<file path="src/hdl/dtp_pkg.sv">
// Shared types and constants for the digit trie prefix checker.
package dtp_pkg;

    // Width of the digit field in the input word
    localparam int DIGIT_W = 4;

    // Fixed node numbers: node 0 marks an empty link, node 1 is the root
    localparam int ROOT_NODE  = 1;
    localparam int FIRST_FREE = 2;

    // Input opcodes
    localparam logic OP_DIGIT = 1'b0;
    localparam logic OP_CLEAR = 1'b1;

    // Sequencer states, one-hot
    typedef enum logic [3:0] {
        S_CLEAR = 4'b0001,
        S_IDLE  = 4'b0010,
        S_EVAL  = 4'b0100,
        S_HOLD  = 4'b1000
    } state_t;

    // Result flags handed from the sequencer to the output stage
    typedef struct packed {
        logic table_full;
        logic list_consistent;
    } result_t;

endpackage

</file>
<file path="src/hdl/dtp_seq.sv">
// Sequencer: trie walk, node allocation, sticky flags and table clearing pass.
module dtp_seq
    import dtp_pkg::*;
#(
    parameter int MAX_NODES = 4096,
    parameter int RADIX     = 10,
    parameter int LINK_W    = 12,
    parameter int ADDR_W    = 16
) (
    input  logic               clk,
    input  logic               rst_n,
    // input word
    input  logic               in_valid,
    output logic               in_ready,
    input  logic               in_op,
    input  logic [DIGIT_W-1:0] in_digit,
    input  logic               in_last,
    // result hand-off
    input  logic               slot_free,
    output logic               res_load,
    output result_t            res,
    // link table
    output logic               ram_we,
    output logic [ADDR_W-1:0]  ram_waddr,
    output logic [LINK_W-1:0]  ram_wdata,
    output logic               ram_re,
    output logic [ADDR_W-1:0]  ram_raddr,
    input  logic [LINK_W-1:0]  ram_rdata
);

    localparam int DEPTH  = MAX_NODES * RADIX;
    localparam int FREE_W = LINK_W + 1;

    state_t              state_reg, state_next;
    logic [ADDR_W-1:0]   clr_addr_reg, clr_addr_next;
    logic [ADDR_W-1:0]   addr_reg, addr_next;
    logic                step_reg, step_next;
    logic                last_reg, last_next;
    logic [LINK_W-1:0]   cur_reg, cur_next;
    logic [FREE_W-1:0]   free_reg, free_next;
    logic                created_reg, created_next;
    logic                conflict_reg, conflict_next;
    logic                full_reg, full_next;

    logic                accept;
    logic                digit_ok;
    logic [ADDR_W-1:0]   step_addr;

    assign in_ready = (state_reg == S_IDLE);
    assign accept   = in_valid && in_ready;

    // address of the child link for this digit
    assign digit_ok  = ({1'b0, in_digit} < (DIGIT_W + 1)'(RADIX));
    assign step_addr = ADDR_W'(cur_reg) * ADDR_W'(RADIX) + ADDR_W'(in_digit);

    assign ram_re    = accept && (in_op == OP_DIGIT);
    assign ram_raddr = step_addr;

    always_comb
    begin
        state_next    = state_reg;
        clr_addr_next = clr_addr_reg;
        addr_next     = addr_reg;
        step_next     = step_reg;
        last_next     = last_reg;
        cur_next      = cur_reg;
        free_next     = free_reg;
        created_next  = created_reg;
        conflict_next = conflict_reg;
        full_next     = full_reg;
        ram_we        = 1'b0;
        ram_waddr     = addr_reg;
        ram_wdata     = free_reg[LINK_W-1:0];
        res_load      = 1'b0;
        res.list_consistent = !conflict_reg;
        res.table_full      = full_reg;

        case (state_reg)
            // sweep the table to zero, one entry a cycle
            S_CLEAR:
            begin
                ram_we    = 1'b1;
                ram_waddr = clr_addr_reg;
                ram_wdata = '0;
                clr_addr_next = clr_addr_reg + 1'b1;
                if (clr_addr_reg == ADDR_W'(DEPTH - 1))
                begin
                    state_next = S_IDLE;
                end
            end

            // take a word; digits launch the link read
            S_IDLE:
            begin
                if (accept)
                begin
                    if (in_op == OP_CLEAR)
                    begin
                        clr_addr_next = '0;
                        cur_next      = LINK_W'(ROOT_NODE);
                        free_next     = FREE_W'(FIRST_FREE);
                        created_next  = 1'b0;
                        conflict_next = 1'b0;
                        full_next     = 1'b0;
                        state_next    = S_CLEAR;
                    end
                    else
                    begin
                        addr_next  = step_addr;
                        step_next  = digit_ok && !conflict_reg && !full_reg;
                        last_next  = in_last;
                        state_next = S_EVAL;
                    end
                end
            end

            // follow or allocate, then close the number on its last digit
            S_EVAL:
            begin
                if (step_reg)
                begin
                    if (ram_rdata == '0)
                    begin
                        if (free_reg >= FREE_W'(MAX_NODES))
                        begin
                            full_next = 1'b1;
                        end
                        else
                        begin
                            ram_we       = 1'b1;
                            cur_next     = free_reg[LINK_W-1:0];
                            free_next    = free_reg + 1'b1;
                            created_next = 1'b1;
                        end
                    end
                    else
                    begin
                        cur_next = ram_rdata;
                    end
                end
                state_next = S_IDLE;
                if (last_reg)
                begin
                    if (!conflict_reg && !full_next && !created_next)
                    begin
                        conflict_next = 1'b1;
                    end
                    cur_next     = LINK_W'(ROOT_NODE);
                    created_next = 1'b0;
                    res.list_consistent = !conflict_next;
                    res.table_full      = full_next;
                    if (slot_free)
                    begin
                        res_load = 1'b1;
                    end
                    else
                    begin
                        state_next = S_HOLD;
                    end
                end
            end

            // output slot busy: flags are sticky, so load them once it frees
            S_HOLD:
            begin
                if (slot_free)
                begin
                    res_load   = 1'b1;
                    state_next = S_IDLE;
                end
            end

            default:
            begin
                state_next = S_IDLE;
            end
        endcase
    end

    always_ff @(posedge clk or negedge rst_n)
    begin
        if (!rst_n)
        begin
            state_reg    <= S_CLEAR;
            clr_addr_reg <= '0;
            step_reg     <= 1'b0;
            last_reg     <= 1'b0;
            cur_reg      <= LINK_W'(ROOT_NODE);
            free_reg     <= FREE_W'(FIRST_FREE);
            created_reg  <= 1'b0;
            conflict_reg <= 1'b0;
            full_reg     <= 1'b0;
        end
        else
        begin
            state_reg    <= state_next;
            clr_addr_reg <= clr_addr_next;
            step_reg     <= step_next;
            last_reg     <= last_next;
            cur_reg      <= cur_next;
            free_reg     <= free_next;
            created_reg  <= created_next;
            conflict_reg <= conflict_next;
            full_reg     <= full_next;
        end
    end

    // link address needs no reset
    always_ff @(posedge clk)
    begin
        addr_reg <= addr_next;
    end

endmodule

</file>
<file path="config.mk">
export PLATFORM = sky130hd
export DESIGN_NAME = dtp_seq
export DESIGN_NICKNAME = d
export VERILOG_FILES = /design/src/hdl/dtp_pkg.sv /design/src/hdl/dtp_seq.sv
export SDC_FILE = /design/constraint.sdc
export NUM_CORES = 1
export LEC_CHECK = 0
export BUFFER_PORTS_ARGS = -buffer_cell sky130_fd_sc_hd__buf_2
export CAP_MARGIN = 20
export CORE_ASPECT_RATIO = 0.6
export CORE_MARGIN = 1
export CORE_UTILIZATION = 27
export CTS_CLUSTER_SIZE = 24
export DETAILED_ROUTE_END_ITERATION = 6
export HOLD_SLACK_MARGIN = 0.12
export PLACE_DENSITY = 0.44
export SLEW_MARGIN = 20
export SYNTH_ARGS = -nofsm -noshare
export SYNTH_HDL_FRONTEND = slang
export SYNTH_SLANG_ARGS = --single-unit
</file>
<file path="constraint.sdc">
create_clock -name clk -period 6.3 [get_ports clk]
set_input_delay 0.945 -clock clk [delete_from_list [all_inputs] [get_ports clk]]
set_output_delay 0.945 -clock clk [all_outputs]
set_load 0.03 [all_outputs]
</file>
# == After elaboration in Yosys (flattened, before gate mapping) ==
# Cells that the tools add are included.
# totals
output_inout_bits,50
ff_bits,66
in_bits,22
# classes
n_addsub,3
bitwise_logic,1
n_mux,52
order_cmp,2
n_mul,1
n_eq_ne,15
n_reduce_logical,21
# ops
cell,count
$mux 12,7
$mux 13,5
$mux 16,3
$pmux 16 s2,1
$pmux 13 s2,1
$pmux 12 s2,1
$mux 1,20
$mux 4,5
$add 16x1->16 const B,1
$add 16x4->16,1
$eq 16x16->1 const B,1
$pmux 4 s4,1
$mul 12x3->15 const B,1
$add 13x1->13 const B,1
$ge 13x13->1 const B,1
$logic_not 12->1,1
$ne 2x2->1 const B,6
$reduce_and 3->1,4
$pmux 1 s2,5
$logic_and 1x1->1,6
$reduce_and 6->1,1
$logic_not 1->1,5
$reduce_and 5->1,1
$eq 4x1->1 const B,1
12 further kinds,15

# == Depth between registers and ports, before layout ==
# Gate-level depths: netlist of run 1.
# logic_depth
word_depth,14
mapped_depth,10

# == Worst setup path before layout of run 1 ==
# Ideal clock, no wire load.
# synth_path
path_type,input to output
startpoint,input in_digit[1]
endpoint,output ram_raddr[11]
required_ns,5.355
path_slack_ns,2.200
path_stages,9
arrival_time_ns,3.155
path_buffers,0
path_cell_list,ha_1 inv_1 fa_1 nor2b_1 o21ai_0 or3b_4 or3_4 nor2_1 xor2_1
# synth_between
elab_chain_cells,1
# synth_rtl
element,line_no,rtl
"start, declared",dtp_seq.sv:16,"input logic [DIGIT_W-1:0] in_digit,"
$add 16x4->16,dtp_seq.sv:54,assign step_addr = ADDR_W'(cur_reg) * ADDR_W'(RADIX) + ADDR_W'(in_digit);
"end, declared",dtp_seq.sv:27,"output logic [ADDR_W-1:0] ram_raddr,"
# No other way between the ends.

# == Final worst setup path of run 1 ==
# layout_path
startpoint,register cur_reg[1]
endpoint,output ram_raddr[15]
# layout_between
elab_chain_cells,2
# layout_rtl
element,line_no,rtl
"start, declared",dtp_seq.sv:39,"logic [LINK_W-1:0] cur_reg, cur_next;"
"start signal, assigned",dtp_seq.sv:188,cur_reg <= LINK_W'(ROOT_NODE);
"start signal, assigned",dtp_seq.sv:200,cur_reg <= cur_next;
$mul 12x3->15,dtp_seq.sv:54,
$add 16x4->16,dtp_seq.sv:54,
# No other way between the ends.

==> results.ini, run 1 <==
[clock_network]
ctsHoldBuffers = 0
clock_path_buffers = 2
numCtsBuffers = 9
clk_latency_ns = 0.33
htree_levels = 3
clock-sinks = 66
root_buffer = clkbuf_16
post_cts_buffers = 0
cts_tree = built
clk_pin_slew_ns = 0.05
cts_resized = 0

[yosys]
synth_top_family_by_area = simple AND/OR/NAND/NOR gates
synth.distinct_cells = 62
ys_seq_area_share_pct = 41.5
synth-compound-area-share_pct = 11.4
synth_edf_count = 16
synthAdderAreaFrac_pct = 8.73
avgSynthCellArea_um2 = 9.80
synth_top_flop_cell = dfrtp_1
synthCells = 427
synth_simple_gate_area_share_pct = 22.7
synth_xor_area_share_pct = 8.37
netlist_area_mm2 = 0.00418
synth_nets = 477
async_flop_share_pct = 75.8
synth_mux_area_share_pct = 4.58
yosysWarnings = 0
ys_ff_latch = 66

[worst_setup_path]
reg2reg_to = addr_reg[13]
r2r-start = cur_reg[1]
end_kind = output port
path_cells = ha_1 > ha_1 > fa_1 > a211oi_1 > nor2_1 > xnor2_1 > or3_4 > nor3_4 > o21ai_0 > nand4_1 > buf_2
critPathKind = flip-flop to output port
path_max_fanout = 4
critPathMaxStageDelay_ns = 0.44
slowest_stage = or3_4
cp-start-kind = flip-flop
critPathMostFrequentCell = ha_1
cp.arrival_ns = 3.56
rrSetupSlack_ns = 3.11
rr_worst_depth = 9
cp-startpoint = cur_reg[1]
crit_path_end = ram_raddr[15]
worstPathRequired_ns = 5.35

[hold_path]
min_path_cells = 2
hold_path_class = flip-flop to flip-flop

[final_layout]
fin_cells = 701
drive_gt1_share_pct = 24.5
antennaDiodeCount = 0
nets = 548
syn_to_final_growth_pct = 20.7
final_common_cell = buf_2
final_cell_mix = buf_2, nor2_1, dfrtp_1, nand2_1, ha_1

[routing]
vias = 3320
dr.pass1.iters = 7
drcViolationCount = 0
totalWireLength_mm = 10.8
wl_per_cell_um = 15.5
drtIter0Drc = 161
ant_nets = 0
vias_per_cell = 4.74

[grt]
globalRouteOverflowTotal = 0
grt_pass1_vias = 3367
grt_max_degree = 51
grt_pass1_wl_mm = 17.8
track_usage_pct = 14.3
antenna_found_initial = 0

[timing]
hold_viol = 0
slew_headroom_pct = 34.4
fin_crit_sh_pct = 71.6
drv_slew = 0
setup_viol = 0
fin_hold_ws_ns = 0.520
timing.fmax_ghz = 0.222
rsz0062_at_grt = no
fin_setup_tns_ns = 0
worstMarginPinSlew_ns = 0.984
finalCriticalPeriod_ns = 4.51
layout_setup_ws_ns = 1.79
fin_skew_ns = 0.0106

[floorplanning]
core_area_mm2 = 0.0148
ioPinCount = 72
dieArea_mm2 = 0.0160
fp.dieW_um = 163
placementRows = 34
die_y_um = 98.4
initial_core_util_pct = 28.3

[power]
power.total_uw = 1720
p_leak_uw = 0.00233
ir_drop_mv = 0.198
p_per_area_mw_per_mm2 = 340

[placed_design]
gp_congestion = 0.806
dp.cells = 685
io_buffers = 71
dp_slack_ns = 1.98
dpl.hpwl_mm = 8.30

[run]
max_cap_violations = 0

[outcome]
status = finished clean

==> Yosys cell counts (2+ instances only) <==
| library cell | count | share of area (%) |
|---|---|---|
| nor2b_1 | 11 | 1.6 |
| edfxtp_1 | 16 | 11 |
| nand2b_1 | 5 | 0.75 |
| or3_1 | 4 | 0.60 |
| and3_1 | 11 | 1.6 |
| xor2_1 | 22 | 4.6 |
| mux2_2 | 17 | 4.6 |
| nand3_1 | 14 | 1.7 |
| nand4_1 | 5 | 0.75 |
| nor2_1 | 49 | 4.4 |
| nand2_1 | 35 | 3.1 |
| buf_2 | 4 | 0.48 |
| buf_1 | 2 | 0.18 |
| nor4_1 | 4 | 0.60 |
| xnor2_1 | 18 | 3.8 |
| o21a_1 | 2 | 0.36 |
| and3b_1 | 3 | 0.63 |
| dfstp_2 | 3 | 1.9 |
| nor3_1 | 10 | 1.2 |
| buf_4 | 2 | 0.36 |
| a31oi_1 | 4 | 0.60 |
| a211oi_1 | 8 | 1.4 |
| and2_1 | 4 | 0.60 |
| nor3b_1 | 3 | 0.54 |
| fa_1 | 2 | 0.96 |
| a21o_1 | 4 | 0.72 |
| clkbuf_1 | 5 | 0.45 |
| dfrtp_1 | 47 | 28 |
| a21oi_1 | 20 | 2.4 |
| inv_1 | 13 | 1.2 |
| nand4b_1 | 2 | 0.42 |
| ha_1 | 26 | 7.8 |
| nor4_2 | 3 | 0.90 |
| o21ai_0 | 21 | 2.5 |
==> per-stage QoR <==
step / utilization, % / area, µm²
finish: 34.1 / 5050
CTS: 34.1 / 5040
global placement: 32.1 / 4750
floorplan: - / 4180
detailed placement: 32.1 / 4750
global route: 34.1 / 5050
==> critical path, delay by kind of cell (launching register included) <==
| kind | cells | cell delay [ns] |
|---|---|---|
| simple gates | 4 | 0.97 |
| xor+xnor | 1 | 0.18 |
| compound gates | 2 | 0.53 |
| fa+ha+maj | 3 | 0.95 |
| flops | 1 | 0.40 |
| buf+inv | 1 | 0.21 |
==> final cells by class <==
cell class / instances / area [µm²]
tap: 198 / 248
fill: 1534 / 9750
multi-input combinational: 334 / 2340
sequential: 66 / 1740
timing repair buffer: 74 / 378
clock buffer: 11 / 243
clock inverter: 5 / 53.8
inverter: 13 / 48.8
==> layer usage <==
layer  track usage (%)  vias up  wire [µm]
li1                  -     1669          -
met1              21.4     1571       5840
met2              20.5       77       4380
met3              3.87        3        590
met4              2.30        0         26
met5                 0        -          0
==> worst min-delay path by stage <==
stage / start / to
final: cur_reg[7] / cur_reg[7]
after floorplan: created_reg / created_reg
after global routing: cur_reg[7] / cur_reg[7]
after CTS: conflict_reg / conflict_reg
after detailed placement: conflict_reg / conflict_reg
after global placement: created_reg / created_reg
==> report_power, final <==
group          switching, µW  internal (µW)  total (µW)  leakage (µW)
Sequential              56.5            512         568      0.000823
Combinational            438            214         651       0.00136
Clock                    181            316         497      0.000149
==> cells by family (layout without fill, tap and decap cells) <==
group	Yosys count	count (layout)
flip-flops	66	66
adder cells (fa/ha/maj)	28	28
XOR/XNOR	40	40
AND/OR/NAND/NOR	175	175
AO/OA/AOI/OAI	74	74
buffers and inverters	27	103
multiplexers	17	17
(Power assumes the default switching activity.)
==> run 2: changes to the inputs <==
- PLACE_DENSITY: 0.44 -> 0.46
- clock period: 6.3 -> 4 ns (I/O delays scaled with it)
==> results.ini, run 2 (synthesis results as in run 1) <==
[outcome]
status = finished clean

[floorplanning]
placementRows = 34  ; unchanged
core_area_mm2 = 0.0148  ; unchanged
initial_core_util_pct = 28.3  ; unchanged
dieArea_mm2 = 0.0160  ; unchanged
die_y_um = 98.4  ; unchanged
ioPinCount = 72  ; unchanged
fp.dieW_um = 163  ; unchanged

[worst_setup_path]
path_max_fanout = 3  ; -1
end_kind = output port
r2r-start = cur_reg[1]
critPathKind = flip-flop to output port
reg2reg_to = addr_reg[14]
cp.arrival_ns = 3.25  ; -0.31 ns
rr_worst_depth = 11  ; +2
cp-start-kind = flip-flop
rrSetupSlack_ns = 1.11  ; -2.00 ns
worstPathRequired_ns = 3.40  ; -1.95 ns

[power]
power.total_uw = 2670  ; +55%
p_leak_uw = 0.00235  ; +0.64%
p_per_area_mw_per_mm2 = 523  ; +54%
ir_drop_mv = 0.354  ; +79%

[timing]
fin_crit_sh_pct = 96.2
hold_viol = 0  ; unchanged
drv_slew = 0  ; unchanged
fin_setup_tns_ns = 0  ; unchanged
finalCriticalPeriod_ns = 3.85
slew_headroom_pct = 60.2  ; +26 points
fin_hold_ws_ns = 0.200  ; -0.320 ns
timing.fmax_ghz = 0.260
worstMarginPinSlew_ns = 0.582  ; -0.402 ns
fin_skew_ns = 0.00854  ; -0.00202 ns
setup_viol = 0  ; unchanged
rsz0062_at_grt = no

[routing]
ant_nets = 0  ; unchanged
totalWireLength_mm = 11.0  ; +1.9%
vias_per_cell = 4.83  ; +2.0%
drcViolationCount = 0  ; unchanged
vias = 3402  ; +2.5%
drtIter0Drc = 127  ; -21%
dr.pass1.iters = 4  ; -3
wl_per_cell_um = 15.7  ; +1.5%

[grt]
globalRouteOverflowTotal = 0  ; unchanged
antenna_found_initial = 0  ; unchanged
track_usage_pct = 14.4  ; +0.15 points
grt_pass1_wl_mm = 18.0  ; +0.73%
grt_pass1_vias = 3340  ; -0.80%
grt_max_degree = 35  ; -31%

[final_layout]
syn_to_final_growth_pct = 21.9
post-route-util_pct = 34.5  ; +0.35 points
final_cell_mix = buf_2, nor2_1, dfrtp_1, nand2_1, ha_1
antennaDiodeCount = 0  ; unchanged
nets = 551  ; +0.55%
n_fill_cell = 1532  ; -0.13%
drive_gt1_share_pct = 25.9  ; +1.4 points
final_common_cell = buf_2
fin_cells = 704  ; +0.43%

[placed_design]
io_buffers = 71  ; unchanged
dpl.hpwl_mm = 8.37  ; +0.79%
dp.cells = 687  ; +0.29%
gp_congestion = 0.824  ; +2.2%

[clock_network]
clk_latency_ns = 0.33  ; about the same
numCtsBuffers = 9  ; unchanged
clock-sinks = 66  ; unchanged
root_buffer = clkbuf_16
clk_pin_slew_ns = 0.06  ; about the same
cts_tree = built
htree_levels = 3  ; unchanged
clock_path_buffers = 2  ; unchanged

[run]
max_cap_violations = 0  ; unchanged

[hold_path]
hold_path_class = input pin to asynchronous set/reset pin

-- run 2: worst max-delay path by stage --
stage,to,depth (start not counted),start
CTS,ram_raddr[15],10,cur_reg[1]
detailed placement,ram_raddr[15],11,cur_reg[1]
finish,ram_raddr[15],10,cur_reg[1]
global placement,ram_raddr[15],11,cur_reg[1]
global route,ram_raddr[15],11,cur_reg[1]
floorplan,ram_raddr[11],9,cur_reg[1]
-- run 2: what timing repair did --
| action | in CTS | in global routing |
|---|---|---|
| hold buffers | 0 | 0 |
| pin swaps | 1 | 4 |
| setup endpoints to repair | 5 | 3 |
| cloned | 0 | 0 |
| buffers inserted | 1 | 0 |
| hold endpoints to repair | 0 | 0 |
| gates resized for setup | 1 | 14 |
-- run 2: layer usage --
| metal | up-vias | global-route usage [%] | share of wire [%] |
|---|---|---|---|
| met3 | 4 | 3.62 | 4.6 |
| met2 | 94 | 19.8 | 39 |
| met1 | 1633 | 22.3 | 56 |
| met4 | 0 | 2.88 | 0.28 |
| met5 | - | 0 | 0 |
| li1 | 1671 | - | - |
-- run 2: power breakdown --
| group | internal (µW) | leakage (µW) | switching [µW] |
|---|---|---|---|
| combinational | 351 | 0.00140 | 706 |
| sequential | 806 | 0.000823 | 89.7 |
| clock | 436 | 0.000128 | 278 |
-- run 2: final cells by class --
| class | instances | area, µm² | share of cell area [%] |
|---|---|---|---|
| clock inverter | 1 | 5.00 | 0.0981 |
| timing repair buffer | 77 | 405 | 7.95 |
| inverter | 13 | 48.8 | 0.956 |
| multi-input combinational | 334 | 2400 | 47.1 |
| sequential | 66 | 1740 | 34.0 |
| tap | 198 | 248 | 4.86 |
| clock buffer | 15 | 258 | 5.05 |
-- run 2: worst max-delay path, cell delays in order, from the launching register on --
cell and delay, ns:
dfrtp_1 0.40, ha_1 0.30, ha_1 0.23, fa_2 0.39, xnor2_2 0.18, or3b_4 0.41, or3_4 0.37, nor3_4 0.22
o21ai_0 0.11, nand4_1 0.11, clkbuf_4 0.20
-- run 2: metrics by stage --
step	setup WS, ns	instance area (µm²)
6_report	0.153	5100
4_1_cts	0.0212	5040
5_1_grt	0.00487	5100
3_3_place_gp	0.264	4760
3_5_place_dp	0.202	4760
2_1_floorplan	0.381	4180
==> run 3: changes to the inputs <==
--- a/config.mk
+++ b/config.mk
@@ -6,4 +6,5 @@
 export NUM_CORES = 1
 export LEC_CHECK = 0
+export ABC_CLOCK_PERIOD_IN_PS = 4000
 export BUFFER_PORTS_ARGS = -buffer_cell sky130_fd_sc_hd__buf_2
 export CAP_MARGIN = 20
==> constraint.sdc (replaced) <==
create_clock -name clk -period 4 [get_ports clk]
set_input_delay 0.6 -clock clk [delete_from_list [all_inputs] [get_ports clk]]
set_output_delay 0.6 -clock clk [all_outputs]
set_load 0.05 [all_outputs]
==> results.ini, run 3 (synthesis results as in run 1) <==
[placed_design]
gp_congestion = 0.848  ; +2.9%
dp_slack_ns = 0.297  ; +0.0947 ns
dpl.hpwl_mm = 8.33  ; -0.41%
io_buffers = 71  ; unchanged

[floorplanning]
die_y_um = 98.4  ; unchanged
placementRows = 34  ; unchanged
ioPinCount = 72  ; unchanged
dieArea_mm2 = 0.0160  ; unchanged
initial_core_util_pct = 28.3  ; unchanged
core_area_mm2 = 0.0148  ; unchanged
fp.dieW_um = 163  ; unchanged

[routing]
vias = 3404  ; +0.059%
drtIter0Drc = 162  ; +28%
wl_per_cell_um = 15.5  ; -1.2%
drcViolationCount = 0  ; unchanged
totalWireLength_mm = 10.9  ; -1.1%
vias_per_cell = 4.83  ; about the same
dr.pass1.iters = 4  ; unchanged
ant_nets = 0  ; unchanged

[timing]
hold_viol = 0  ; unchanged
rsz0062_at_grt = yes
worstMarginPinSlew_ns = 0.584  ; +0.00232 ns
finalCriticalPeriod_ns = 3.84  ; -0.00543 ns
fin_hold_ws_ns = 0.205  ; +0.00472 ns
slew_headroom_pct = 60.0  ; -0.16 points
fin_setup_tns_ns = 0  ; unchanged
timing.fmax_ghz = 0.260  ; +0.14%
setup_viol = 0  ; unchanged
fin_skew_ns = 0.00698  ; -0.00156 ns
drv_slew = 0  ; unchanged
fin_crit_sh_pct = 96.0  ; -0.14 points
layout_setup_ws_ns = 0.158  ; +0.00543 ns

[worst_setup_path]
end_kind = output port
cp.arrival_ns = 3.24  ; about the same
worstPathRequired_ns = 3.40  ; about the same
cp-start-kind = flip-flop
path_max_fanout = 3  ; unchanged
critPathKind = flip-flop to output port

[final_layout]
drive_gt1_share_pct = 26.0  ; +0.15 points
n_fill_cell = 1573  ; +2.7%
antennaDiodeCount = 0  ; unchanged
final_common_cell = buf_2
final_cell_mix = buf_2, nor2_1, dfrtp_1, nand2_1, ha_1
nets = 552  ; +0.18%
multiInputGateArea_mm2 = 0.00238  ; -1.1%
regArea_mm2 = 0.00174  ; unchanged
syn_to_final_growth_pct = 22.2

[grt]
antenna_found_initial = 0  ; unchanged
globalRouteOverflowTotal = 0  ; unchanged
grt_pass1_wl_mm = 17.7  ; -1.3%
grt_pass1_vias = 3348  ; +0.24%
grt_max_degree = 35  ; unchanged
track_usage_pct = 14.4  ; -0.040 points

[clock_network]
clock_path_buffers = 2  ; unchanged
clock-sinks = 66  ; unchanged
root_buffer = clkbuf_16
cts_tree = built
clk_latency_ns = 0.33  ; about the same
ctsHoldBuffers = 0  ; unchanged
htree_levels = 3  ; unchanged
numCtsBuffers = 9  ; unchanged
clk_pin_slew_ns = 0.05  ; about the same

[hold_path]
hold_path_class = input pin to asynchronous set/reset pin

[power]
ir_drop_mv = 0.299  ; -16%
p_leak_uw = 0.00236  ; +0.52%
p_per_area_mw_per_mm2 = 565  ; +8.1%

[outcome]
status = finished clean

[run]
max_cap_violations = 0  ; unchanged

## run 3: final cells by class
| class | instances | share of cell area (%) |
|---|---|---|
| clock buffers | 14 | 5.36 |
| multi-input cells | 334 | 46.5 |
| inverters | 13 | 0.954 |
| clock inverters | 2 | 0.196 |
| repair buffers | 78 | 8.25 |
| well taps | 198 | 4.84 |
| flip-flops and latches | 66 | 33.9 |
## run 3: stage by stage
stage / util, % / cell area, µm² / std cells / power [µW]
floorplan: - / 4180 / 427 / 1830
global placement: 32.2 / 4770 / 688 / 2130
detailed placement: 32.2 / 4770 / 688 / 2140
CTS: 34.3 / 5070 / 705 / 2900
global route: 34.5 / 5110 / 705 / 3050
finish: 34.5 / 5110 / 705 / 2890
## run 3: path summary, 6_finish.rpt
kind	from	end	slack [ns]	depth (start not counted)
min	rst_n	clr_addr_reg[3]	0.21	1
min reg2reg	clr_addr_reg[0]	clr_addr_reg[0]	0.51	1
max reg2reg	cur_reg[1]	addr_reg[15]	1.14	9
max in group asynchronous	rst_n	cur_reg[0]	2.97	2
max	cur_reg[1]	ram_raddr[11]	0.16	9
min in group clk	in_digit[0]	addr_reg[0]	0.46	1
## run 3: what timing repair did
item,CTS,global route
setup buffers,1,0
cloned,0,0
setup endpoints to repair,4,7
resized for setup,4,9
endpoints found under the hold margin,0,0
pin swaps,1,4
## run 3: critical path, stage by stage (launching register included)
cell     delay (ns)
dfrtp_1        0.39
ha_1           0.31
ha_1           0.23
fa_2           0.38
xnor2_2        0.18
or3b_4         0.42
or3_4          0.37
nor2_1         0.14
xor2_1         0.23
buf_4          0.24
## run 3: power breakdown
part	total, µW	internal (µW)	switching (µW)	leakage [µW]
clock	744	468	276	0.000143
combinational	1250	350	902	0.00139
sequential	893	806	87.6	0.000823
## run 3: metal layers
| layer | global-route usage (%) | wire length (µm) | vias to the layer above |
|---|---|---|---|
| met4 | 3.45 | 80 | 0 |
| met5 | 0 | 0 | - |
| li1 | - | - | 1681 |
| met2 | 19.3 | 4260 | 89 |
| met1 | 22.3 | 6060 | 1627 |
| met3 | 3.75 | 528 | 7 |
